--- config.mk ---
export PLATFORM = sky130hd
export DESIGN_NAME = tfdig_ctrl
export DESIGN_NICKNAME = d
export VERILOG_FILES = /design/src/hw/rtl/tfdig_pkg.sv /design/src/hw/rtl/tfdig_ctrl.sv
export VERILOG_INCLUDE_DIRS = /design/src /design/src/hw/rtl
export SDC_FILE = /design/constraint.sdc
export NUM_CORES = 1
export LEC_CHECK = 0
export BUFFER_PORTS_ARGS = -buffer_cell sky130_fd_sc_hd__buf_2
export CAP_MARGIN = 20
export CORE_AREA = 2 2 39 41
export CTS_CLUSTER_DIAMETER = 40
export DETAILED_ROUTE_END_ITERATION = 8
export DIE_AREA = 0 0 41 43
export GPL_TIMING_DRIVEN = 0
export SKIP_LAST_GASP = 1
export SLEW_MARGIN = 0
export SYNTH_ARGS = -nofsm -noshare
export SYNTH_HDL_FRONTEND = slang
export SYNTH_SLANG_ARGS = --single-unit
--- constraint.sdc ---
create_clock -name clk -period 1.3 [get_ports clk]
set_clock_uncertainty 0.2 [all_clocks]
set_input_delay 0.195 -clock clk [delete_from_list [all_inputs] [get_ports clk]]
set_output_delay 0.195 -clock clk [all_outputs]
set_load 0.02 [all_outputs]
--- src/hw/rtl/tensor_face_dof_index_generator_defines.svh ---
// Assertion macros used by the face index generator controller
`ifndef TENSOR_FACE_DOF_INDEX_GENERATOR_DEFINES_SVH
`define TENSOR_FACE_DOF_INDEX_GENERATOR_DEFINES_SVH

`ifndef SYNTH
// same-cycle implication, held off during reset
`define TFDIG_ASSERT_IMP(lbl, clk, rst, ante, cons) \
  lbl: assert property (@(posedge clk) disable iff (rst) (ante) |-> (cons)) \
    else $error("tfdig: same-cycle check failed");
// next-cycle implication, held off during reset
`define TFDIG_ASSERT_NXT(lbl, clk, rst, ante, cons) \
  lbl: assert property (@(posedge clk) disable iff (rst) (ante) |=> (cons)) \
    else $error("tfdig: next-cycle check failed");
`else
`define TFDIG_ASSERT_IMP(lbl, clk, rst, ante, cons)
`define TFDIG_ASSERT_NXT(lbl, clk, rst, ante, cons)
`endif

`endif

--- src/hw/rtl/tfdig_pkg.sv ---
// Shared types, constants and face tables of the face index generator
package tfdig_pkg;

  localparam int IDX_W         = 9;
  localparam int DIM_W         = 2;
  localparam int ORDER_W       = 3;
  localparam int FACE_W        = 3;
  localparam int PADDR_W       = 3;
  localparam int PDATA_W       = 32;
  localparam int DEF_MAX_ORDER = 7;

  localparam logic [DIM_W-1:0]   DIM_RESET   = 2'd3;
  localparam logic [ORDER_W-1:0] ORDER_RESET = 3'd1;

  // register index codes (word address bit)
  localparam logic REG_SPACE_DIM  = 1'b0;
  localparam logic REG_POLY_ORDER = 1'b1;

  // axis codes
  localparam logic [1:0] AXIS_X = 2'd0;
  localparam logic [1:0] AXIS_Y = 2'd1;
  localparam logic [1:0] AXIS_Z = 2'd2;

  // 3D face table; the two top entries are never used
  localparam logic [1:0] NORMAL3D [8] = '{AXIS_Z, AXIS_Y, AXIS_X, AXIS_Y,
                                          AXIS_X, AXIS_Z, AXIS_X, AXIS_X};
  localparam logic       LEVEL3D  [8] = '{1'b0, 1'b0, 1'b1, 1'b1,
                                          1'b0, 1'b1, 1'b0, 1'b0};

  typedef struct packed {
    logic       bad;
    logic [1:0] normal;
    logic       level;
    logic [1:0] nfa;
  } face_geom_t;

  // controller to datapath
  typedef struct packed {
    logic load;
    logic geom;
    logic init;
    logic step;
  } dp_cmd_t;

  // datapath to controller
  typedef struct packed {
    logic last;
  } dp_status_t;

  // validity, normal axis, level and face axis count for a face
  function automatic face_geom_t face_geom(input logic [DIM_W-1:0] dim,
                                           input logic [FACE_W-1:0] face);
    face_geom_t g;
    g = '0;
    case (dim)
      2'd1: begin
        g.bad    = (face > 3'd1);
        g.normal = AXIS_X;
        g.level  = face[0];
        g.nfa    = 2'd0;
      end
      2'd2: begin
        g.bad    = (face > 3'd3);
        g.normal = (face == 3'd0 || face == 3'd2) ? AXIS_Y : AXIS_X;
        g.level  = (face == 3'd1 || face == 3'd2);
        g.nfa    = 2'd1;
      end
      2'd3: begin
        g.bad    = (face > 3'd5);
        g.normal = NORMAL3D[face];
        g.level  = LEVEL3D[face];
        g.nfa    = 2'd2;
      end
      default: begin
        g.bad = 1'b1;
      end
    endcase
    return g;
  endfunction

endpackage

--- src/hw/rtl/tfdig_ctrl.sv ---
// Controller: sequences one face request from capture to its last result
`include "tensor_face_dof_index_generator_defines.svh"
module tfdig_ctrl import tfdig_pkg::*; (
  input  logic       clk,
  input  logic       rst,
  input  logic       face_valid,
  output logic       face_ready,
  output logic       res_valid,
  input  logic       res_ready,
  input  dp_status_t status,
  output dp_cmd_t    cmd
);

  typedef enum logic [3:0] {
    S_IDLE = 4'b0001,
    S_GEOM = 4'b0010,
    S_INIT = 4'b0100,
    S_EMIT = 4'b1000
  } state_t;

  state_t state;
  state_t state_next;

  always_ff @(posedge clk) begin
    if (rst) begin
      state <= S_IDLE;
    end else begin
      state <= state_next;
    end
  end

  // next state and datapath commands
  always_comb begin
    state_next = state;
    cmd        = '0;
    face_ready = 1'b0;
    res_valid  = 1'b0;
    unique case (state)
      S_IDLE: begin
        face_ready = 1'b1;
        if (face_valid) begin
          cmd.load   = 1'b1;
          state_next = S_GEOM;
        end
      end
      S_GEOM: begin
        cmd.geom   = 1'b1;
        state_next = S_INIT;
      end
      S_INIT: begin
        cmd.init   = 1'b1;
        state_next = S_EMIT;
      end
      S_EMIT: begin
        res_valid = 1'b1;
        if (res_ready) begin
          if (status.last) begin
            state_next = S_IDLE;
          end else begin
            cmd.step = 1'b1;
          end
        end
      end
      default: begin
        state_next = S_IDLE;
      end
    endcase
  end

  // one request in flight at a time
  `TFDIG_ASSERT_IMP(a_req_res_excl, clk, rst, face_ready, !res_valid)
  `TFDIG_ASSERT_NXT(a_accept_busy, clk, rst, face_valid && face_ready, !face_ready && !res_valid)
  `TFDIG_ASSERT_NXT(a_last_frees, clk, rst, res_valid && res_ready && status.last, face_ready)

endmodule

==> results.yml <==
routing:
  routed_wl_um: 478
  firstDrtPassIters: 1
  wire_per_inst_um: 8.85
  vias: 224
  vias_per_cell: 4.15
  drt_iter0_markers: 0
  route.detailed.drc: 0
  antenna_left: 0
worst_setup_path:
  path_max_fanout: 7
  cp-start-kind: "flop"
  reg2reg_from: "state[1]$_SDFFE_PP0P_"
  required_ns: 0.90
  arrival_ns: 1.23
  critPathKind: "reg -> out"
  setup.worst_path.start: "state[2]$_SDFFE_PP0P_"
  cp-end-kind: "output port"
sta:
  post-route-min-period_ns: 1.62
  hold_violations: 0
  fmax_ghz: 0.617
  tightestPinTransition_ns: 0.312
  grt_setup_unrepaired: "true"
  fin_tns_setup_ns: -1.67
  setup_violations: 7
  relSlewSlack_pct: 79.2
  worst_slack_ns: -0.322
  timing.final.crit_share_pct: 125
  slew_violations: 0
  whs_ns: 0.0630
grt:
  grt_pass1_wl_um: 841
  grt-ovfl-total: 0
  grt_pass1_vias: 241
  grt_usage_pct: 7.02
  antenna_found_initial: 0
  grt_start_max_net_pins: 8
run:
  drv_cap: 0
min_path:
  worstHoldStart: "face_valid"
  hold_path_class: "in -> reg"
synth:
  yosysTopAreaCell: "dfxtp_1"
  syn_inst: 23
  synth_area_leaders: "dfxtp_1 (35%), nor4b_2 (19%), nor2b_1 (5.4%)"
  syn_avg_cell_area_um2: 10.1
  syn_nets: 28
  synth_area_um2: 231
  synth_top_area_share_pct: 34.6
  synth_seq_cells: 4
  ys_seq_area_share_pct: 34.6
  ys_warn_count: 0
  synth_cell_type_count: 16
die:
  die_h_um: 43
  die_w_um: 41
  rows: 14
  io_pins: 11
  core_area_um2: 1380
  start_util_pct: 16.7
  dieArea_um2: 1760
clock_tree:
  cts_sinks: 4
  clock_latency_ns: 0.23
  cts_buffers: 3
  cts_tree: "done"
  cts-root-buf: "clkbuf_4"
  path_clk_slew_ns: 0.04
  h-tree-depth: 1
  cts_buffer_depth: 2
run_status:
  violations: "negative setup slack"
  status: "finished, violations left"
layout:
  largest_register_ff_count: 4
  antenna_cells: 0
  layout.nets: 45
  fillCellCount: 139
  reg_top3: "state x4"
  drive_above_1_share_pct: 68.4
  post-route-util_pct: 30.4
  syn2layout_area_growth_pct: 81.6
  multi_input_area_um2: 179
  top_register: "state"
  register_area_um2: 95.1
pwr:
  p_leak_nw: 0.166
  p_per_area_nw_per_um2: 946
  peakVddDrop_mv: 0.606
placed_design:
  gp_congestion: 0.715
  io_buffers: 10
-- logic make-up (layout without fill, tap and decap cells) --
logic type | count (synthesis) | after routing | synth area share, %
XOR/XNOR | 1 | 1 | 3.78
buffers and inverters | 2 | 17 | 4.86
AO/OA/AOI/OAI | 3 | 3 | 10.3
flip-flops | 4 | 4 | 34.6
AND/OR/NAND/NOR | 13 | 13 | 46.5
-- per-layer routing --
layer | global-route usage (%) | up-vias | share of wire [%]
li1 | - | 115 | -
met5 | 0 | - | 0
met2 | 10.3 | 7 | 50
met1 | 8.01 | 102 | 46
met3 | 1.57 | 0 | 4.2
met4 | 6.00 | 0 | 0
-- critical path: stages, from the launching register on --
cell and delay [ns]:
dfxtp_4 0.37, nor4b_4 0.33, and2_4 0.19, buf_6 0.11
-- path summary, 6_finish.rpt --
check / to / slack [ns] / cells past startpoint
hold reg to reg: state[3]$_SDFFE_PP0P_ / 0.31 / 1
setup / recovery: cmd[3] / -0.32 / 3
hold / removal: state[0]$_SDFFE_PP1P_ / 0.06 / 3
setup reg to reg: state[0]$_SDFFE_PP1P_ / -0.14 / 4
-- cell type report --
class / count / share of cell area, %
timing repair buffer: 12 / 22.0
sequential: 4 / 22.6
clock buffer: 3 / 5.36
buffer: 1 / 1.79
inverter: 1 / 0.893
tap: 16 / 4.76
multi-input combinational: 17 / 42.6
-- layout by cell type (no fill, tap or decap), drive strengths merged --
cell,instances
a2111oi,1
a21oi,1
a221o,1
and2,1
and3b,1
buf,12
clkbuf,3
dfxtp,4
dlygate4sd3,1
inv,1
nand2,2
nand2b,1
nand3b,1
nor2,1
nor2b,2
nor4b,4
xor2,1
-- timing repair --
| item | CTS | global route |
|---|---|---|
| setup endpoints to repair | 7 | 9 |
| gates resized for setup | 10 | 5 |
| pin swaps | 3 | 4 |
| hold buffers | 1 | 0 |
| buffers inserted | 1 | 0 |
| endpoints found under the hold margin | 3 | 0 |
-- per-stage QoR --
step	std cells	worst slack (ns)	instance area, um^2	power [mW]
2_1_floorplan	23	-0.212	263	0.217
3_3_place_gp	49	-0.122	333	0.243
3_5_place_dp	49	-0.125	333	0.243
4_1_cts	54	-0.326	405	0.405
5_1_grt	54	-0.387	420	0.426
6_report	54	-0.322	420	0.398
-- power breakdown --
part / internal, mW / switching, mW
sequential: 0.131 / 0.0253
clock: 0.103 / 0.0433
combinational: 0.0544 / 0.0408
total: 0.288 / 0.109
-- cell usage after synthesis --
| library cell | n |
|---|---|
| a2111oi_0 | 1 |
| a21oi_1 | 1 |
| a221o_1 | 1 |
| and2_1 | 1 |
| and3b_2 | 1 |
| buf_4 | 1 |
| dfxtp_1 | 4 |
| inv_1 | 1 |
| nand2_1 | 2 |
| nand2b_1 | 1 |
| nand3b_1 | 1 |
| nor2_1 | 1 |
| nor2b_1 | 2 |
| nor4b_1 | 1 |
| nor4b_2 | 3 |
| xor2_1 | 1 |
Note: power is estimated with default switching activity, not from simulation.
