File: config.mk
export PLATFORM = sky130hd
export DESIGN_NAME = tfdig_dpath
export DESIGN_NICKNAME = d
export VERILOG_FILES = /design/src/hw/rtl/tensor_face_dof_index_generator_defines.svh /design/src/hw/rtl/tfdig_pkg.sv /design/src/hw/rtl/tfdig_dpath.sv
export SDC_FILE = /design/constraint.sdc
export NUM_CORES = 1
export LEC_CHECK = 0
export ABC_AREA = 1
export BUFFER_PORTS_ARGS = -buffer_cell sky130_fd_sc_hd__buf_4
export CORE_ASPECT_RATIO = 0.9
export CORE_UTILIZATION = 43
export DETAILED_ROUTE_END_ITERATION = 7
export PLACE_DENSITY = 0.65
export SLEW_MARGIN = 20
export SYNTH_ARGS = -nofsm -noshare
export SYNTH_HDL_FRONTEND = slang
export SYNTH_SLANG_ARGS = --single-unit
File: constraint.sdc
create_clock -name clk -period 4.49 [get_ports clk]
set_input_delay 0.6735 -clock clk [delete_from_list [all_inputs] [get_ports clk]]
set_output_delay 0.6735 -clock clk [all_outputs]
set_load 0.02 [all_outputs]
File: src/hw/rtl/tensor_face_dof_index_generator_defines.svh
// Assertion macros used by the face index generator controller
`ifndef TENSOR_FACE_DOF_INDEX_GENERATOR_DEFINES_SVH
`define TENSOR_FACE_DOF_INDEX_GENERATOR_DEFINES_SVH

`ifndef SYNTH
// same-cycle implication, held off during reset
`define TFDIG_ASSERT_IMP(lbl, clk, rst, ante, cons) \
  lbl: assert property (@(posedge clk) disable iff (rst) (ante) |-> (cons)) \
    else $error("tfdig: same-cycle check failed");
// next-cycle implication, held off during reset
`define TFDIG_ASSERT_NXT(lbl, clk, rst, ante, cons) \
  lbl: assert property (@(posedge clk) disable iff (rst) (ante) |=> (cons)) \
    else $error("tfdig: next-cycle check failed");
`else
`define TFDIG_ASSERT_IMP(lbl, clk, rst, ante, cons)
`define TFDIG_ASSERT_NXT(lbl, clk, rst, ante, cons)
`endif

`endif

File: src/hw/rtl/tfdig_pkg.sv
// Shared types, constants and face tables of the face index generator
package tfdig_pkg;

  localparam int IDX_W         = 9;
  localparam int DIM_W         = 2;
  localparam int ORDER_W       = 3;
  localparam int FACE_W        = 3;
  localparam int PADDR_W       = 3;
  localparam int PDATA_W       = 32;
  localparam int DEF_MAX_ORDER = 7;

  localparam logic [DIM_W-1:0]   DIM_RESET   = 2'd3;
  localparam logic [ORDER_W-1:0] ORDER_RESET = 3'd1;

  // register index codes (word address bit)
  localparam logic REG_SPACE_DIM  = 1'b0;
  localparam logic REG_POLY_ORDER = 1'b1;

  // axis codes
  localparam logic [1:0] AXIS_X = 2'd0;
  localparam logic [1:0] AXIS_Y = 2'd1;
  localparam logic [1:0] AXIS_Z = 2'd2;

  // 3D face table; the two top entries are never used
  localparam logic [1:0] NORMAL3D [8] = '{AXIS_Z, AXIS_Y, AXIS_X, AXIS_Y,
                                          AXIS_X, AXIS_Z, AXIS_X, AXIS_X};
  localparam logic       LEVEL3D  [8] = '{1'b0, 1'b0, 1'b1, 1'b1,
                                          1'b0, 1'b1, 1'b0, 1'b0};

  typedef struct packed {
    logic       bad;
    logic [1:0] normal;
    logic       level;
    logic [1:0] nfa;
  } face_geom_t;

  // controller to datapath
  typedef struct packed {
    logic load;
    logic geom;
    logic init;
    logic step;
  } dp_cmd_t;

  // datapath to controller
  typedef struct packed {
    logic last;
  } dp_status_t;

  // validity, normal axis, level and face axis count for a face
  function automatic face_geom_t face_geom(input logic [DIM_W-1:0] dim,
                                           input logic [FACE_W-1:0] face);
    face_geom_t g;
    g = '0;
    case (dim)
      2'd1: begin
        g.bad    = (face > 3'd1);
        g.normal = AXIS_X;
        g.level  = face[0];
        g.nfa    = 2'd0;
      end
      2'd2: begin
        g.bad    = (face > 3'd3);
        g.normal = (face == 3'd0 || face == 3'd2) ? AXIS_Y : AXIS_X;
        g.level  = (face == 3'd1 || face == 3'd2);
        g.nfa    = 2'd1;
      end
      2'd3: begin
        g.bad    = (face > 3'd5);
        g.normal = NORMAL3D[face];
        g.level  = LEVEL3D[face];
        g.nfa    = 2'd2;
      end
      default: begin
        g.bad = 1'b1;
      end
    endcase
    return g;
  endfunction

endpackage

File: src/hw/rtl/tfdig_dpath.sv
// Datapath: face geometry, strides, offset and the mixed-radix point walk
module tfdig_dpath import tfdig_pkg::*; #(
  parameter int MAX_ORDER = DEF_MAX_ORDER
) (
  input  logic               clk,
  input  logic [FACE_W-1:0]  face_number,
  input  logic [DIM_W-1:0]   space_dim,
  input  logic [ORDER_W-1:0] poly_order,
  input  dp_cmd_t            cmd,
  output dp_status_t         status,
  output logic [IDX_W-1:0]   dof_index,
  output logic               bad_face
);

  localparam int DIG_W = $clog2(MAX_ORDER + 1);

  logic [FACE_W-1:0] face;
  logic [1:0]        normal;
  logic              level;
  logic [1:0]        nfa;
  logic [DIG_W-1:0]  ord;
  logic [IDX_W-1:0]  nn;
  logic [IDX_W-1:0]  s0;
  logic [IDX_W-1:0]  s1;
  logic [IDX_W-1:0]  base;
  logic [IDX_W-1:0]  idx;
  logic [DIG_W-1:0]  d0;
  logic [DIG_W-1:0]  d1;

  face_geom_t        geom;
  int unsigned       po_wide;
  logic [DIG_W-1:0]  ord_sat;
  logic [IDX_W-1:0]  n_cfg;
  logic [IDX_W-1:0]  n;
  logic [IDX_W-1:0]  stride_norm;
  logic [IDX_W-1:0]  offset;
  logic              d0_end;
  logic              d1_end;

  // order saturated to the largest supported one
  always_comb begin
    po_wide = int'(poly_order);
    ord_sat = (po_wide > MAX_ORDER) ? DIG_W'(MAX_ORDER) : DIG_W'(po_wide);
  end

  assign geom  = face_geom(space_dim, face);
  assign n_cfg = IDX_W'(ord_sat) + IDX_W'(1);
  assign n     = IDX_W'(ord) + IDX_W'(1);

  // stride of the normal axis and the face offset
  always_comb begin
    case (normal)
      AXIS_X:  stride_norm = IDX_W'(1);
      AXIS_Y:  stride_norm = n;
      default: stride_norm = nn;
    endcase
    offset = level ? IDX_W'((n - IDX_W'(1)) * stride_norm) : '0;
  end

  // end of each digit; digits beyond the face axes count as finished
  assign d0_end      = (nfa == 2'd0) || (d0 == ord);
  assign d1_end      = (nfa < 2'd2) || (d1 == ord);
  assign status.last = bad_face || (d0_end && d1_end);
  assign dof_index   = idx;

  always_ff @(posedge clk) begin
    // capture the face
    if (cmd.load) begin
      face <= face_number;
    end
    // decode the face and square the point count
    if (cmd.geom) begin
      bad_face <= geom.bad;
      normal   <= geom.normal;
      level    <= geom.level;
      nfa      <= geom.nfa;
      ord      <= ord_sat;
      nn       <= IDX_W'(n_cfg * n_cfg);
    end
    // strides of the face axes, first point
    if (cmd.init) begin
      case (normal)
        AXIS_X: begin
          s0 <= n;
          s1 <= nn;
        end
        AXIS_Y: begin
          s0 <= IDX_W'(1);
          s1 <= nn;
        end
        default: begin
          s0 <= IDX_W'(1);
          s1 <= n;
        end
      endcase
      base <= bad_face ? '0 : offset;
      idx  <= bad_face ? '0 : offset;
      d0   <= '0;
      d1   <= '0;
    end
    // next face point: first axis fastest
    if (cmd.step) begin
      if (!d0_end) begin
        d0  <= d0 + DIG_W'(1);
        idx <= idx + s0;
      end else begin
        d0   <= '0;
        d1   <= d1 + DIG_W'(1);
        base <= base + s1;
        idx  <= base + s1;
      end
    end
  end

endmodule

==> summary.txt <==
Synth
  • Synth Instances: around 530
  • Ys Warns: 0
  • Library cells used by synthesis: 45
  • Syn_nets: 592
  • Synthesis-stage register bit count: 55
  • Mean Syn Cell Area: 8.164 um2
  • Post-synthesis sequential area ratio: between 30 and 40%
  • Synth Cell Area: between 0.004 and 0.005 mm2

Power
  • PD cells: 334.9 mW/mm2
  • Maximum VDD drop: around 0.16 mV
  • P_leak: 0.002327 uW

Outcome
  • Status: completed

Critical path
  • Delay-heaviest family, CP: adder cells
  • Worst-path fanout max: 7
  • WP depth: 24
  • Crit Reg-Reg Startpoint: ord[2]
  • Worst path bufs/invs: 6
  • CP Capture Type: flop
  • R2R depth: 24
  • Slowest Stage Delay on Critical Path: between 0.5 and 0.6 ns
  • Critical path's most frequent cell: nand2_1
  • R2r endpoint: dof_index[8]
  • CP required: approximately 4.6 ns
  • Crit path to: dof_index[8]
  • Cell at the slowest stage of the critical path: edfxtp_1
  • Crit path DAT: 4.34 ns
  • Crit path kind: reg2reg
  • Setup crit start kind: flop
  • R2R Setup Slk: between 0.2 and 0.25 ns
  • Crit path from: ord[2]
  • Crit-path cells: buf_6, nand2_1, nand3_1, nand2_1, nand2_2, inv_1, nor2_1, fa_1, inv_1, fa_1, fa_1, inv_1, ha_1, nand2_1, inv_1, nand4_1, nand3_1, nand2_1, nand2_1, inv_1, nand3_1, nand2_1, nand3_1, nand2_1

Min path
  • Hold/Removal Path Class: reg2reg

Place
  • I/O Buffers: 23
  • Post-DP HPWL: 7670 um
  • Cell total after placement: a little under 700
  • DP Area: 0.004629 mm2
  • Pre-CTS setup slack: 0.04181 ns
  • Placer Congestion: 0.8967

Floorplan
  • Die area: approximately 0.010 mm2
  • Core area: 0.009699 mm2
  • IO Count: 24
  • Initial core utilization: 44.27%
  • Placement row count: 34
  • Chip Height: 96.81 um
  • Die X: approximately 110 um

Timing
  • Worst Tran Pin Value: 0.6313 ns
  • Minimum clock period: 4.253 ns
  • Fmax: 0.2351 GHz
  • Headroom to the max-slew limit: 57.81%
  • Worst Skew: 0.01249 ns
  • Period utilization: between 90% and 100%
  • Final setup violation count: 0
  • Final worst-path setup slack: 0.2365 ns
  • Slew Limit Fails: 0
  • Endpoints failing hold: 0
  • Setup TNS: 0 ns

Detailed routing
  • Post-DR vias/cell: just over 5
  • Final WL: 9704 um
  • Routed length per placed instance: 14.08 um
  • DRT iter0 DRCs: 162
  • Via count: 3495
  • DR DRC count: 0
  • Antenna-violating nets left: 0
  • Initial DRT Pass Iterations: 4

Layout
  • Area of the multi-input gates: ~0.0024 mm2
  • Area delta synth->final: 13.43%
  • FILL cells: 921
  • Antenna Cells: 0
  • Nets: 628
  • Finished Core Util: 50.22%
  • Non-Filler Instances: 689
  • Register area: roughly 0.0015 mm2
  • Post-route cell area: 0.004871 mm2
  • Layout cell share with drive strength beyond 1: 13.50%

Global route
  • First-pass GRT wire length: 15780 um
  • Number of global-route vias before repair: about 3400
  • Largest net degree at the start of global routing: 25
  • Total GRT Usage: roughly a fifth
  • GR Overflow Total: 0
  • Initial antenna violation count: 0

Clock network
  • CTS tree: yes
  • CTS H-tree depth: 2
  • CTS Hold Bufs: 0
  • Skew-Pair Late Insertion Delay: 0.33 ns
  • Maximum clock path buffer count: 2
  • Clk sink count: 55
  • Inserted Clock Buffers: 5
  • Clk root buf: clkbuf_8
  • CTS clock-pin slew for the worst setup and hold paths: around 0.11 ns

Run
  • Max_cap viols: 0
repair_timing:
| item | in CTS | in global routing |
|---|---|---|
| endpoints found under the hold margin | 0 | 0 |
| buffers inserted | 0 | 6 |
| resized for setup | 0 | 20 |
| endpoints found under the setup margin | 0 | 6 |
layer usage:
metal | track usage (%) | up-vias | share of wire (%)
li1 | - | 1794 | -
met1 | 26.47 | 1628 | 47
met2 | 31.96 | 61 | 48
met3 | 3.302 | 12 | 4.1
met4 | 4.215 | 0 | 1.2
met5 | 0 | - | 0
report_power, final:
group	internal [uW]	leakage [uW]	switching [uW]
Combinational	252	0.00174	375
Sequential	639	0.000536	56.3
Clock	119	0.0000522	190
Total	1010	0.00233	621
through the flow:
stage | total power [uW] | hold WS [ns]
3_5_place_dp | 1304 | 0.4967
5_1_grt | 1747 | 0.4992
3_3_place_gp | 1290 | 0.4864
2_1_floorplan | 1126 | 0.4585
6_report | 1632 | 0.5123
4_1_cts | 1608 | 0.5126
layout by cell type, fill, tap and decap left out, drive strengths merged:
cell type | synthesis | routed
buf | 7 | 38
o21ai | 19 | 19
a31oi | 5 | 5
edfxtp | 43 | 43
or2 | 2 | 2
o211ai | 8 | 8
nand3b | 2 | 2
conb | 1 | 1
a21oi | 13 | 13
clkinv | 0 | 1
xnor2 | 9 | 9
inv | 99 | 101
or3 | 1 | 1
o21bai | 2 | 2
a21o | 1 | 1
nor2 | 64 | 64
mux2i | 1 | 1
a31o | 1 | 1
fa | 17 | 17
xor2 | 6 | 6
o22ai | 4 | 4
a21boi | 1 | 1
o31ai | 4 | 4
nand3 | 44 | 44
ha | 36 | 36
clkbuf | 2 | 5
nor3 | 6 | 6
nand2 | 105 | 105
o311ai | 2 | 2
dfxtp | 12 | 12
nand4 | 7 | 7
a22oi | 1 | 1
o21a | 1 | 1
kinds of logic after synthesis:
kind of cell | Yosys count | synth area share, %
AND/OR/NAND/NOR | 231 | 23.37
AO/OA/AOI/OAI | 62 | 8.887
adder cells (fa/ha/maj) | 53 | 18.41
buffers and inverters | 108 | 10.11
other | 1 | 0.08733
XOR/XNOR | 15 | 3.234
flip-flops | 55 | 35.66
multiplexers | 1 | 0.2331
final cells by class:
| cell class | count | share of cell area (%) |
|---|---|---|
| clock buffers | 5 | 1.413 |
| clock inverters | 3 | 0.6422 |
| repair buffers | 38 | 6.165 |
| well taps | 126 | 3.237 |
| inverters | 99 | 7.629 |
| flip-flops and latches | 55 | 31.44 |
| multi-input cells | 363 | 49.47 |
synthesized netlist by cell type, drive strengths merged:
library cell | number | area, um2
nand2 | 105 | 399.1
inv | 99 | 371.6
nor2 | 64 | 266.5
nand3 | 44 | 230.2
edfxtp | 43 | 1291
ha | 36 | 450.4
o21ai | 19 | 98.84
fa | 17 | 340.3
a21oi | 13 | 65.06
dfxtp | 12 | 240.2
xnor2 | 9 | 86.34
o211ai | 8 | 60.06
buf | 7 | 55.05
nand4 | 7 | 43.79
nor3 | 6 | 30.03
xor2 | 6 | 52.55
a31oi | 5 | 31.28
o22ai | 4 | 25.02
o31ai | 4 | 30.03
clkbuf | 2 | 7.510
nand3b | 2 | 15.01
o21bai | 2 | 15.01
o311ai | 2 | 17.52
or2 | 2 | 12.52
a21boi | 1 | 7.510
a21o | 1 | 7.510
a22oi | 1 | 7.510
a31o | 1 | 8.760
conb | 1 | 3.750
mux2i | 1 | 10.01
o21a | 1 | 7.510
or3 | 1 | 6.260
worst min-delay path, stage by stage, from the launching register on:
cell,delay (ns)
dfxtp_1,0.33
inv_1,0.08
o21ai_1,0.07
worst min path at each step:
stage               to  slack [ns]  cells past startpoint      startpoint
2_1_floorplan  base[6]        0.46                      2         base[6]
6_report         d1[1]        0.51                      2           d1[1]
5_1_grt        face[0]        0.50                      1  face_number[0]
4_1_cts        face[1]        0.51                      1  face_number[1]
3_5_place_dp     d1[1]        0.50                      2           d1[1]
3_3_place_gp   base[6]        0.49                      2         base[6]
registers in the layout, indices dropped and copies added (netlist names):
signal,cells
bad_face,1
base,9
d0,3
d1,3
dof_index,9
face,3
level,1
nfa,2
nn,7
normal,2
ord,3
s0,4
s1,8
Power figures use the tool's default switching activity.
