**config.mk**
```make
export PLATFORM = sky130hd
export DESIGN_NAME = tfdig_regs
export DESIGN_NICKNAME = d
export VERILOG_FILES = /design/src/hw/rtl/tensor_face_dof_index_generator_defines.svh /design/src/hw/rtl/tfdig_pkg.sv /design/src/hw/rtl/tfdig_regs.sv
export SDC_FILE = /design/constraint.sdc
export NUM_CORES = 1
export LEC_CHECK = 0
export CAP_MARGIN = 40
export CORE_AREA = 10 10 47 49
export DETAILED_ROUTE_END_ITERATION = 7
export DIE_AREA = 0 0 57 59
export DONT_BUFFER_PORTS = 1
export GPL_TIMING_DRIVEN = 0
export MAX_ROUTING_LAYER = met4
export PLACE_DENSITY = 0.51
export SETUP_SLACK_MARGIN = 0.4
export SYNTH_ARGS = -nofsm -noshare
export SYNTH_HDL_FRONTEND = slang
export SYNTH_SLANG_ARGS = --single-unit
```
**constraint.sdc**
```tcl
create_clock -name clk -period 0.8 [get_ports clk]
set_input_delay 0.2 -clock clk [delete_from_list [all_inputs] [get_ports clk]]
set_output_delay 0.2 -clock clk [all_outputs]
set_load 0.005 [all_outputs]
```
**src/hw/rtl/tensor_face_dof_index_generator_defines.svh**
```systemverilog
// Assertion macros used by the face index generator controller
`ifndef TENSOR_FACE_DOF_INDEX_GENERATOR_DEFINES_SVH
`define TENSOR_FACE_DOF_INDEX_GENERATOR_DEFINES_SVH

`ifndef SYNTH
// same-cycle implication, held off during reset
`define TFDIG_ASSERT_IMP(lbl, clk, rst, ante, cons) \
  lbl: assert property (@(posedge clk) disable iff (rst) (ante) |-> (cons)) \
    else $error("tfdig: same-cycle check failed");
// next-cycle implication, held off during reset
`define TFDIG_ASSERT_NXT(lbl, clk, rst, ante, cons) \
  lbl: assert property (@(posedge clk) disable iff (rst) (ante) |=> (cons)) \
    else $error("tfdig: next-cycle check failed");
`else
`define TFDIG_ASSERT_IMP(lbl, clk, rst, ante, cons)
`define TFDIG_ASSERT_NXT(lbl, clk, rst, ante, cons)
`endif

`endif

```
**src/hw/rtl/tfdig_pkg.sv**
```systemverilog
// Shared types, constants and face tables of the face index generator
package tfdig_pkg;

  localparam int IDX_W         = 9;
  localparam int DIM_W         = 2;
  localparam int ORDER_W       = 3;
  localparam int FACE_W        = 3;
  localparam int PADDR_W       = 3;
  localparam int PDATA_W       = 32;
  localparam int DEF_MAX_ORDER = 7;

  localparam logic [DIM_W-1:0]   DIM_RESET   = 2'd3;
  localparam logic [ORDER_W-1:0] ORDER_RESET = 3'd1;

  // register index codes (word address bit)
  localparam logic REG_SPACE_DIM  = 1'b0;
  localparam logic REG_POLY_ORDER = 1'b1;

  // axis codes
  localparam logic [1:0] AXIS_X = 2'd0;
  localparam logic [1:0] AXIS_Y = 2'd1;
  localparam logic [1:0] AXIS_Z = 2'd2;

  // 3D face table; the two top entries are never used
  localparam logic [1:0] NORMAL3D [8] = '{AXIS_Z, AXIS_Y, AXIS_X, AXIS_Y,
                                          AXIS_X, AXIS_Z, AXIS_X, AXIS_X};
  localparam logic       LEVEL3D  [8] = '{1'b0, 1'b0, 1'b1, 1'b1,
                                          1'b0, 1'b1, 1'b0, 1'b0};

  typedef struct packed {
    logic       bad;
    logic [1:0] normal;
    logic       level;
    logic [1:0] nfa;
  } face_geom_t;

  // controller to datapath
  typedef struct packed {
    logic load;
    logic geom;
    logic init;
    logic step;
  } dp_cmd_t;

  // datapath to controller
  typedef struct packed {
    logic last;
  } dp_status_t;

  // validity, normal axis, level and face axis count for a face
  function automatic face_geom_t face_geom(input logic [DIM_W-1:0] dim,
                                           input logic [FACE_W-1:0] face);
    face_geom_t g;
    g = '0;
    case (dim)
      2'd1: begin
        g.bad    = (face > 3'd1);
        g.normal = AXIS_X;
        g.level  = face[0];
        g.nfa    = 2'd0;
      end
      2'd2: begin
        g.bad    = (face > 3'd3);
        g.normal = (face == 3'd0 || face == 3'd2) ? AXIS_Y : AXIS_X;
        g.level  = (face == 3'd1 || face == 3'd2);
        g.nfa    = 2'd1;
      end
      2'd3: begin
        g.bad    = (face > 3'd5);
        g.normal = NORMAL3D[face];
        g.level  = LEVEL3D[face];
        g.nfa    = 2'd2;
      end
      default: begin
        g.bad = 1'b1;
      end
    endcase
    return g;
  endfunction

endpackage

```
**src/hw/rtl/tfdig_regs.sv**
```systemverilog
// APB configuration registers: element dimension and polynomial order
module tfdig_regs import tfdig_pkg::*; (
  input  logic               clk,
  input  logic               rst,
  input  logic               psel,
  input  logic               penable,
  input  logic               pwrite,
  input  logic [PADDR_W-1:0] paddr,
  input  logic [PDATA_W-1:0] pwdata,
  output logic [PDATA_W-1:0] prdata,
  output logic               pready,
  output logic [DIM_W-1:0]   space_dim,
  output logic [ORDER_W-1:0] poly_order
);

  logic wr_en;
  logic reg_sel;

  assign pready  = 1'b1;
  assign wr_en   = psel && penable && pwrite && pready;
  assign reg_sel = paddr[PADDR_W-1];

  // register writes
  always_ff @(posedge clk) begin
    if (rst) begin
      space_dim  <= DIM_RESET;
      poly_order <= ORDER_RESET;
    end else if (wr_en) begin
      unique case (reg_sel)
        REG_SPACE_DIM:  space_dim  <= pwdata[DIM_W-1:0];
        REG_POLY_ORDER: poly_order <= pwdata[ORDER_W-1:0];
        default:        ;
      endcase
    end
  end

  // read mux
  always_comb begin
    unique case (reg_sel)
      REG_SPACE_DIM:  prdata = PDATA_W'(space_dim);
      REG_POLY_ORDER: prdata = PDATA_W'(poly_order);
      default:        prdata = '0;
    endcase
  end

endmodule

```
==> summary.txt, run 1 <==
Status = complete, but fails checks
Violated checks = negative setup slack
NumNets Final = 131
Setup TNS = -0.6064 ns
Mux cell area share after synthesis = 0.1483
CTS tree = built
Vias = 351
Largest net degree at the start of global routing = 10
Drt total wl = 1148 um
Xor/xnor cell area share of the yosys netlist = 0
Setup crit start = space_dim[1]
Drt pass-1 iters = 4
IO buf count = 0
Initial core utilization = 0.3491
Layout area overhead = 35.81%
Mapped cell area = 489.2 um^2
Final period util = 1.306
Most frequent cells in the layout = buf_4 (30), conb_1 (30), mux2i_1 (5)
Cells on worst reg2reg path = 2
Initial antenna violation count = 0
CTS buffer count = 3
Synth Area in Simple Gates = 0.1407
CTS H-tree depth = 1
Post-synthesis adder-cell area fraction = 0
Max capacitance violation total = 0
Placed insts = 102
Worst path top cell family by delay = flip-flops
Drt first-iter violations = 4
WL/cell = 10.83 um
CP max stage delay = 0.33 ns
Clk_skew = 0 ns
Minimum clock period = 1.044 ns
Die Y = 59 um
# Post-CTS Setup Buffers = 0
Final worst slack = -0.2444 ns
RSZ-0062 raised after global routing = true
Mean Syn Cell Area = 8.435 um^2
Setup slack, reg-to-reg = 0.19 ns
Fin cells = 106
Congestion Overflow GR = 0
Post-CTS Hold Fix Bufs = 0
Clk_lat worst skew = 0.24 ns
Most area-consuming cells after synthesis = buf_4 (46%), dfxtp_1 (20%), mux2i_1 (10%)
Worst EP required = 0.60 ns
Share of layout cells above drive strength 1 = 0.5000
Fillers = 166
Total Routing Usage GR = 0.06964
Crit Reg-Reg Startpoint = poly_order[0]
Synth top area share = 0.4604
Synth Register Bits = 5
CTS max path bufs = 2
# diodes = 0
R2R Path End = poly_order[0]
Worst hold start = pwdata[2]
Vias in the first global route = 393
Compound-gate portion of the synthesized area = 0
Cell Pwr Density = 1110 mW/mm^2
Final setup vio count = 3
Die Wd = 57 um
Hold endpoint = poly_order[2]
Boundary pin count = 78
Sequential cell area fraction in the yosys report = 0.2046
Std-Cell Rows = 14
Min-delay worst type = in2reg
Area leader, netlist = buf_4
CP max FO = 3
Num Clock Sinks = 5
CTS Root Cell = clkbuf_4
Max Slew Vio Count = 0
Leakage = 0.3914 nW
WP data arrival = 0.84 ns
DP Worst Slack = 0.0007614 ns
Via density = 3.311
First-pass GRT wire length = 1800 um
CORE AREA = 0.001401 mm^2
Worst setup SP type = flip-flop
Hold Path Stages = 2
Crit end category = output port
Hpwl dp = 1035 um
Synth cell types = 12
Critical path type = reg2out
Hold WS = 0.1101 ns
Hold Fails Final Rpt = 0
Critical-path cell list = mux2_4
Crit path buf inv count = 0
Post-route ant nets = 0
Gate Count Post-Synth = 58
Yosys warns = 0
Gpl congestion = 0.5786
Total die area = 0.003363 mm^2
Reg clk slew, reported paths = 0.04 ns
Max Clock Freq = 957.5 MHz
Max VDD drop = 0.4080 mV
Slowest CP cell = dfxtp_2
Largest family of logic cells by synthesized area = buffers and inverters
# DRC = 0
## power by group
group | switching [W] | leakage (nW) | internal [W]
clock network | 0.0000978 | 0.0150 | 0.000188
registers | 0.00000636 | 0.0404 | 0.000254
logic | 0.0000736 | 0.336 | 0.000118
## cell type report
class / count / area [um^2] / area share
buffer: 32 / 241.5 / 0.3635
clock buffer: 4 / 26.28 / 0.03955
multi-input combinational: 49 / 267.8 / 0.4030
sequential: 5 / 108.9 / 0.1638
tap: 16 / 20.02 / 0.03013
## worst max-delay path by stage
stage               cells after the start             to
detailed placement                      3  poly_order[1]
CTS                                     1      prdata[1]
floorplan                               1      prdata[0]
global placement                        1      prdata[1]
global route                            1      prdata[1]
finish                                  1      prdata[1]
## stage by stage
stage	utilization	total power [W]	area, um^2
after global routing	0.4741	0.0007931	664.4
after CTS	0.4696	0.0007391	658.1
after global placement	0.4491	0.0004466	629.4
final	0.4741	0.0007377	664.4
after floorplan	-	0.0004393	609.3
after detailed placement	0.4491	0.0004472	629.4
## repair_timing
item | 4_1_cts | 5_1_grt
pin swaps | 2 | 0
gates resized for setup | 1 | 3
endpoints found under the setup margin | 13 | 13
cloned | 0 | 0
## metal layers
metal,vias up,part of all wire,track usage
met1,135,0.31,0.06378
li1,186,-,-
met4,0,0,0.05034
met3,0,0.21,0.04721
met5,-,0,-
met2,30,0.48,0.1023
## cell families after synthesis
logic type             count (synthesis)
AND/OR/NAND/NOR                       12
buffers and inverters                 32
multiplexers                           7
other                                  2
flip-flops                             5
## sequential cells by signal, indices dropped and copies added (netlist names)
name and flops:
poly_order 3, space_dim 2
## synth_stat cells (all sizes together)
cell	count
and2	1
and4	1
buf	32
conb	2
dfxtp	5
mux2	2
mux2i	5
nand2b	4
nand4b	1
nor2	5
No activity file was read; power rests on OpenSTA's default activity.
==> run 2, diff against run 1 <==
Settings changed: PLACE_DENSITY 0.51 to 0.49.
Clock period 0.8 ns to 1.3 ns, I/O delays scaled along.
==> summary.txt, run 2 (synthesis gave the netlist of run 1 again) <==
Status = completed (was complete, but fails checks)
Die Wd = 57 um (unchanged)
CP max FO = 3 (unchanged)
Boundary pin count = 78 (unchanged)
Slowest CP cell = dfxtp_2 (unchanged)
Max reg flops = 3 (unchanged)
CORE AREA = 0.001401 mm^2 (unchanged)
Final worst slack = 0.1323 ns (was -0.2444 ns)
Max Clock Freq = 856.4 MHz
Reg clk slew, reported paths = 0.04 ns (about the same)
Leakage = 0.3874 nW (was 0.3914 nW)
Clk_lat worst skew = 0.23 ns (was 0.24 ns)
Via density = 3.170 (was 3.311)
Hold Fails Final Rpt = 0 (unchanged)
Worst setup SP type = flip-flop (unchanged)
CTS H-tree depth = 1 (unchanged)
NumNets Final = 131 (unchanged)
Worst path top cell family by delay = flip-flops (unchanged)
Setup TNS = 0 ns (was -0.6064 ns)
Vias in the first global route = 352 (was 393)
Minimum clock period = 1.168 ns
Vias = 336 (was 351)
Max VDD drop = 0.3266 mV (was 0.4080 mV)
Cell Pwr Density = 695.4 mW/mm^2 (was 1110 mW/mm^2)
Std-Cell Rows = 14 (unchanged)
Fin cells = 106 (unchanged)
Total die area = 0.003363 mm^2 (unchanged)
Crit path buf inv count = 0 (unchanged)
Worst EP required = 0.98 ns (was 0.60 ns)
WP data arrival = 0.84 ns (about the same)
Drt pass-1 iters = 3 (was 4)
IO buf count = 0 (unchanged)
Gpl congestion = 0.6579 (was 0.5786)
Min-delay worst type = in2reg (unchanged)
Clk_skew = 0 ns (unchanged)
Congestion Overflow GR = 0 (unchanged)
Crit end category = output port (unchanged)
Die Y = 59 um (unchanged)
Share of layout cells above drive strength 1 = 0.4667 (was 0.5000)
Final period util = 0.8983
Initial core utilization = 0.3491 (unchanged)
CTS buffer count = 3 (unchanged)
Max capacitance violation total = 0 (unchanged)
Critical-path cell list = mux2_4 (unchanged)
Biggest regs = poly_order (3), space_dim (2) (unchanged)
Final core utilization = 0.4679 (was 0.4741)
Final setup vio count = 0 (was 3)
Largest reg by FF count = poly_order (unchanged)
CTS max path bufs = 2 (unchanged)
Hpwl dp = 1015 um (was 1035 um)
Largest net degree at the start of global routing = 10 (unchanged)
CTS tree = built (unchanged)
Drt total wl = 1122 um (was 1148 um)
CP max stage delay = 0.33 ns (about the same)
First-pass GRT wire length = 1662 um (was 1800 um)
Post-CTS Hold Fix Bufs = 0 (unchanged)
CTS Root Cell = clkbuf_4 (unchanged)
Placed insts = 102 (unchanged)
Post-route ant nets = 0 (unchanged)
Initial antenna violation count = 0 (unchanged)
Max Slew Vio Count = 0 (unchanged)
WL/cell = 10.58 um (was 10.83 um)
Hold WS = 0.2361 ns (was 0.1101 ns)
Critical path type = reg2out (unchanged)
Most frequent cells in the layout = buf_4 (30), conb_1 (30), mux2i_1 (5), nor2_1 (5), dfxtp_2 (5) (was buf_4 (30), conb_1 (30), mux2i_1 (5))
Layout area overhead = 34.02% (was 35.81%)
Num Clock Sinks = 5 (unchanged)
Total Routing Usage GR = 0.06527 (was 0.06964)
RSZ-0062 raised after global routing = true (unchanged)
DP Worst Slack = 0.3582 ns (was 0.0007614 ns)
Drt first-iter violations = 3 (was 4)
# diodes = 0 (unchanged)
# DRC = 0 (unchanged)
==> run 2: per-stage QoR <==
step / total power, W / area [um^2]
5_1_grt: 0.0004981 / 655.6
2_1_floorplan: 0.0002695 / 601.8
3_3_place_gp: 0.0002742 / 621.8
6_report: 0.0004559 / 655.6
3_5_place_dp: 0.0002746 / 621.8
4_1_cts: 0.0004621 / 655.6
==> run 2: worst paths after layout <==
check	from	cells after the start	slack (ns)	to
worst max-delay path	space_dim[1]	1	0.13	prdata[1]
worst max register to register	space_dim[0]	2	0.66	space_dim[0]
worst min register to register	poly_order[1]	2	0.50	poly_order[1]
worst min-delay path	pwdata[1]	2	0.24	poly_order[1]
==> run 2: report_power, final <==
group	leakage, nW	switching, W	internal [W]
Clock	0.0150	0.0000616	0.000116
Combinational	0.332	0.0000448	0.0000718
Sequential	0.0401	0.00000370	0.000158
==> run 2: repair_timing <==
| item | CTS | global route |
|---|---|---|
| setup buffers | 0 | 0 |
| gates cloned | 0 | 0 |
| gates resized for setup | 6 | 0 |
| endpoints found under the setup margin | 8 | 8 |
==> run 2: area by class of cell <==
type                            instances  area, um^2
Clock buffer                            4       26.28
Sequential cell                         5       106.4
Tap cell                               16       20.02
Fill cell                             164       745.7
Buffer                                 32       240.2
Multi-Input combinational cell         49       262.8
==> run 2: metal layers <==
| metal | global-route usage | share of wire |
|---|---|---|
| met1 | 0.05918 | 0.32 |
| met5 | - | 0 |
| met2 | 0.09302 | 0.48 |
| met3 | 0.04077 | 0.18 |
| met4 | 0.06040 | 0.020 |
==> run 2: worst reg2reg max path, delay by kind of cell (launching register included) <==
kind	cells	cell delay, ns
DFF	1	0.33
muxes	1	0.08
and+or+nand+nor	1	0.11
==> run 3, diff against run 2 <==
Settings changed: PLACE_DENSITY 0.49 to 0.63.
==> summary.txt, run 3 (synthesis gave the netlist of run 1 again) <==
NumNets Final = 131 (unchanged)
CP max FO = 3 (unchanged)
Most frequent cells in the layout = buf_4 (30), conb_1 (30), mux2i_1 (5), nor2_1 (5), dfxtp_2 (5) (unchanged)
WL/cell = 11.02 um (was 10.58 um)
Critical path type = reg2out (unchanged)
Total die area = 0.003363 mm^2 (unchanged)
Total Routing Usage GR = 0.06980 (was 0.06527)
Max Clock Freq = 849.5 MHz (was 856.4 MHz)
Total design power = 0.0004586 W (was 0.0004559 W)
Hold WS = 0.2300 ns (was 0.2361 ns)
CTS buffer count = 3 (unchanged)
Initial antenna violation count = 0 (unchanged)
Min-delay worst type = in2reg (unchanged)
IO buf count = 0 (unchanged)
Reg clk slew, reported paths = 0.04 ns (about the same)
Die Y = 59 um (unchanged)
Post-route ant nets = 0 (unchanged)
Setup crit start = space_dim[1] (unchanged)
Worst path top cell family by delay = flip-flops (unchanged)
CORE AREA = 0.001401 mm^2 (unchanged)
CTS tree = built (unchanged)
Vias = 357 (was 336)
Largest net degree at the start of global routing = 10 (unchanged)
Biggest regs = poly_order (3), space_dim (2) (unchanged)
RSZ-0062 raised after global routing = true (unchanged)
Hold Fails Final Rpt = 0 (unchanged)
Std-Cell Rows = 14 (unchanged)
Share of layout cells above drive strength 1 = 0.4667 (unchanged)
CTS max path bufs = 2 (unchanged)
Initial core utilization = 0.3491 (unchanged)
Clk_lat worst skew = 0.24 ns (was 0.23 ns)
Boundary pin count = 78 (unchanged)
Minimum clock period = 1.177 ns (was 1.168 ns)
Via density = 3.368 (was 3.170)
Fin cells = 106 (unchanged)
CTS H-tree depth = 1 (unchanged)
Cell Pwr Density = 699.5 mW/mm^2 (was 695.4 mW/mm^2)
Placed insts = 102 (unchanged)
CP max stage delay = 0.33 ns (about the same)
Drt total wl = 1168 um (was 1122 um)
Congestion Overflow GR = 0 (unchanged)
Worst hold start = pwdata[1] (unchanged)
First-pass GRT wire length = 1773 um (was 1662 um)
Max capacitance violation total = 0 (unchanged)
Final setup vio count = 0 (unchanged)
# Post-CTS Setup Buffers = 0 (unchanged)
Num Clock Sinks = 5 (unchanged)
Crit Reg-Reg Startpoint = poly_order[0] (was space_dim[0])
Crit path buf inv count = 0 (unchanged)
Fillers = 167 (was 164)
Max VDD drop = 0.3720 mV (was 0.3266 mV)
WP data arrival = 0.85 ns (was 0.84 ns)
# diodes = 0 (unchanged)
Die Wd = 57 um (unchanged)
Gpl congestion = 0.6555 (was 0.6579)
Max reg flops = 3 (unchanged)
Slowest CP cell = dfxtp_2 (unchanged)
Vias in the first global route = 359 (was 352)
Worst setup SP type = flip-flop (unchanged)
Final period util = 0.9055 (was 0.8983)
Setup TNS = 0 ns (unchanged)
CTS Root Cell = clkbuf_4 (unchanged)
# DRC = 0 (unchanged)
Drt pass-1 iters = 3 (unchanged)
Drt first-iter violations = 4 (was 3)
Status = completed (unchanged)
Layout area overhead = 34.02% (unchanged)
Largest reg by FF count = poly_order (unchanged)
Critical-path cell list = mux2_4 (unchanged)
Worst EP required = 0.98 ns (about the same)
Crit end category = output port (unchanged)
Clk_skew = 0 ns (unchanged)
Max Slew Vio Count = 0 (unchanged)
Leakage = 0.3874 nW (unchanged)
run 3: cell counts in the layout (fill, tap and decap cells not counted):
Identical to the previous run, type by type.
run 3: metrics by stage:
stage	setup slack, ns	util	area [um^2]
2_1_floorplan	0.3705	-	601.8
6_report	0.1228	0.4679	655.6
5_1_grt	0.09741	0.4679	655.6
4_1_cts	0.1098	0.4679	655.6
3_5_place_dp	0.3496	0.4438	621.8
3_3_place_gp	0.3590	0.4438	621.8
run 3: worst paths after layout:
check,slack (ns),end,cells after the start
min reg2reg,0.50,poly_order[1],2
max reg2reg,0.66,poly_order[0],2
max,0.12,prdata[1],1
min,0.23,poly_order[1],2
run 3: what timing repair did:
action,4_1_cts,5_1_grt
setup endpoints to repair,8,8
hold buffers,0,0
hold endpoints to repair,0,0
resized for setup,6,0
run 3: layout make-up:
type,count,area [um^2],area share
clock buffers,4,26.28,0.04008
plain buffers,32,240.2,0.3664
multi-input cells,49,262.8,0.4008
flip-flops and latches,5,106.4,0.1622
well taps,16,20.02,0.03053
run 3: routing by layer:
layer  track usage  routed length (um)  vias up
li1              -                   -      184
met1       0.06538                 382      140
met2        0.1008                 576       31
met3       0.05365                 201        2
met4       0.04027                   8        0
met5             -                   0        -
run 3: where the power goes:
group | internal, W | total [W] | switching [W]
Sequential | 0.000158 | 0.000162 | 0.00000368
Clock | 0.000116 | 0.000180 | 0.0000635
Combinational | 0.0000719 | 0.000117 | 0.0000455
Total | 0.000346 | 0.000459 | 0.000113
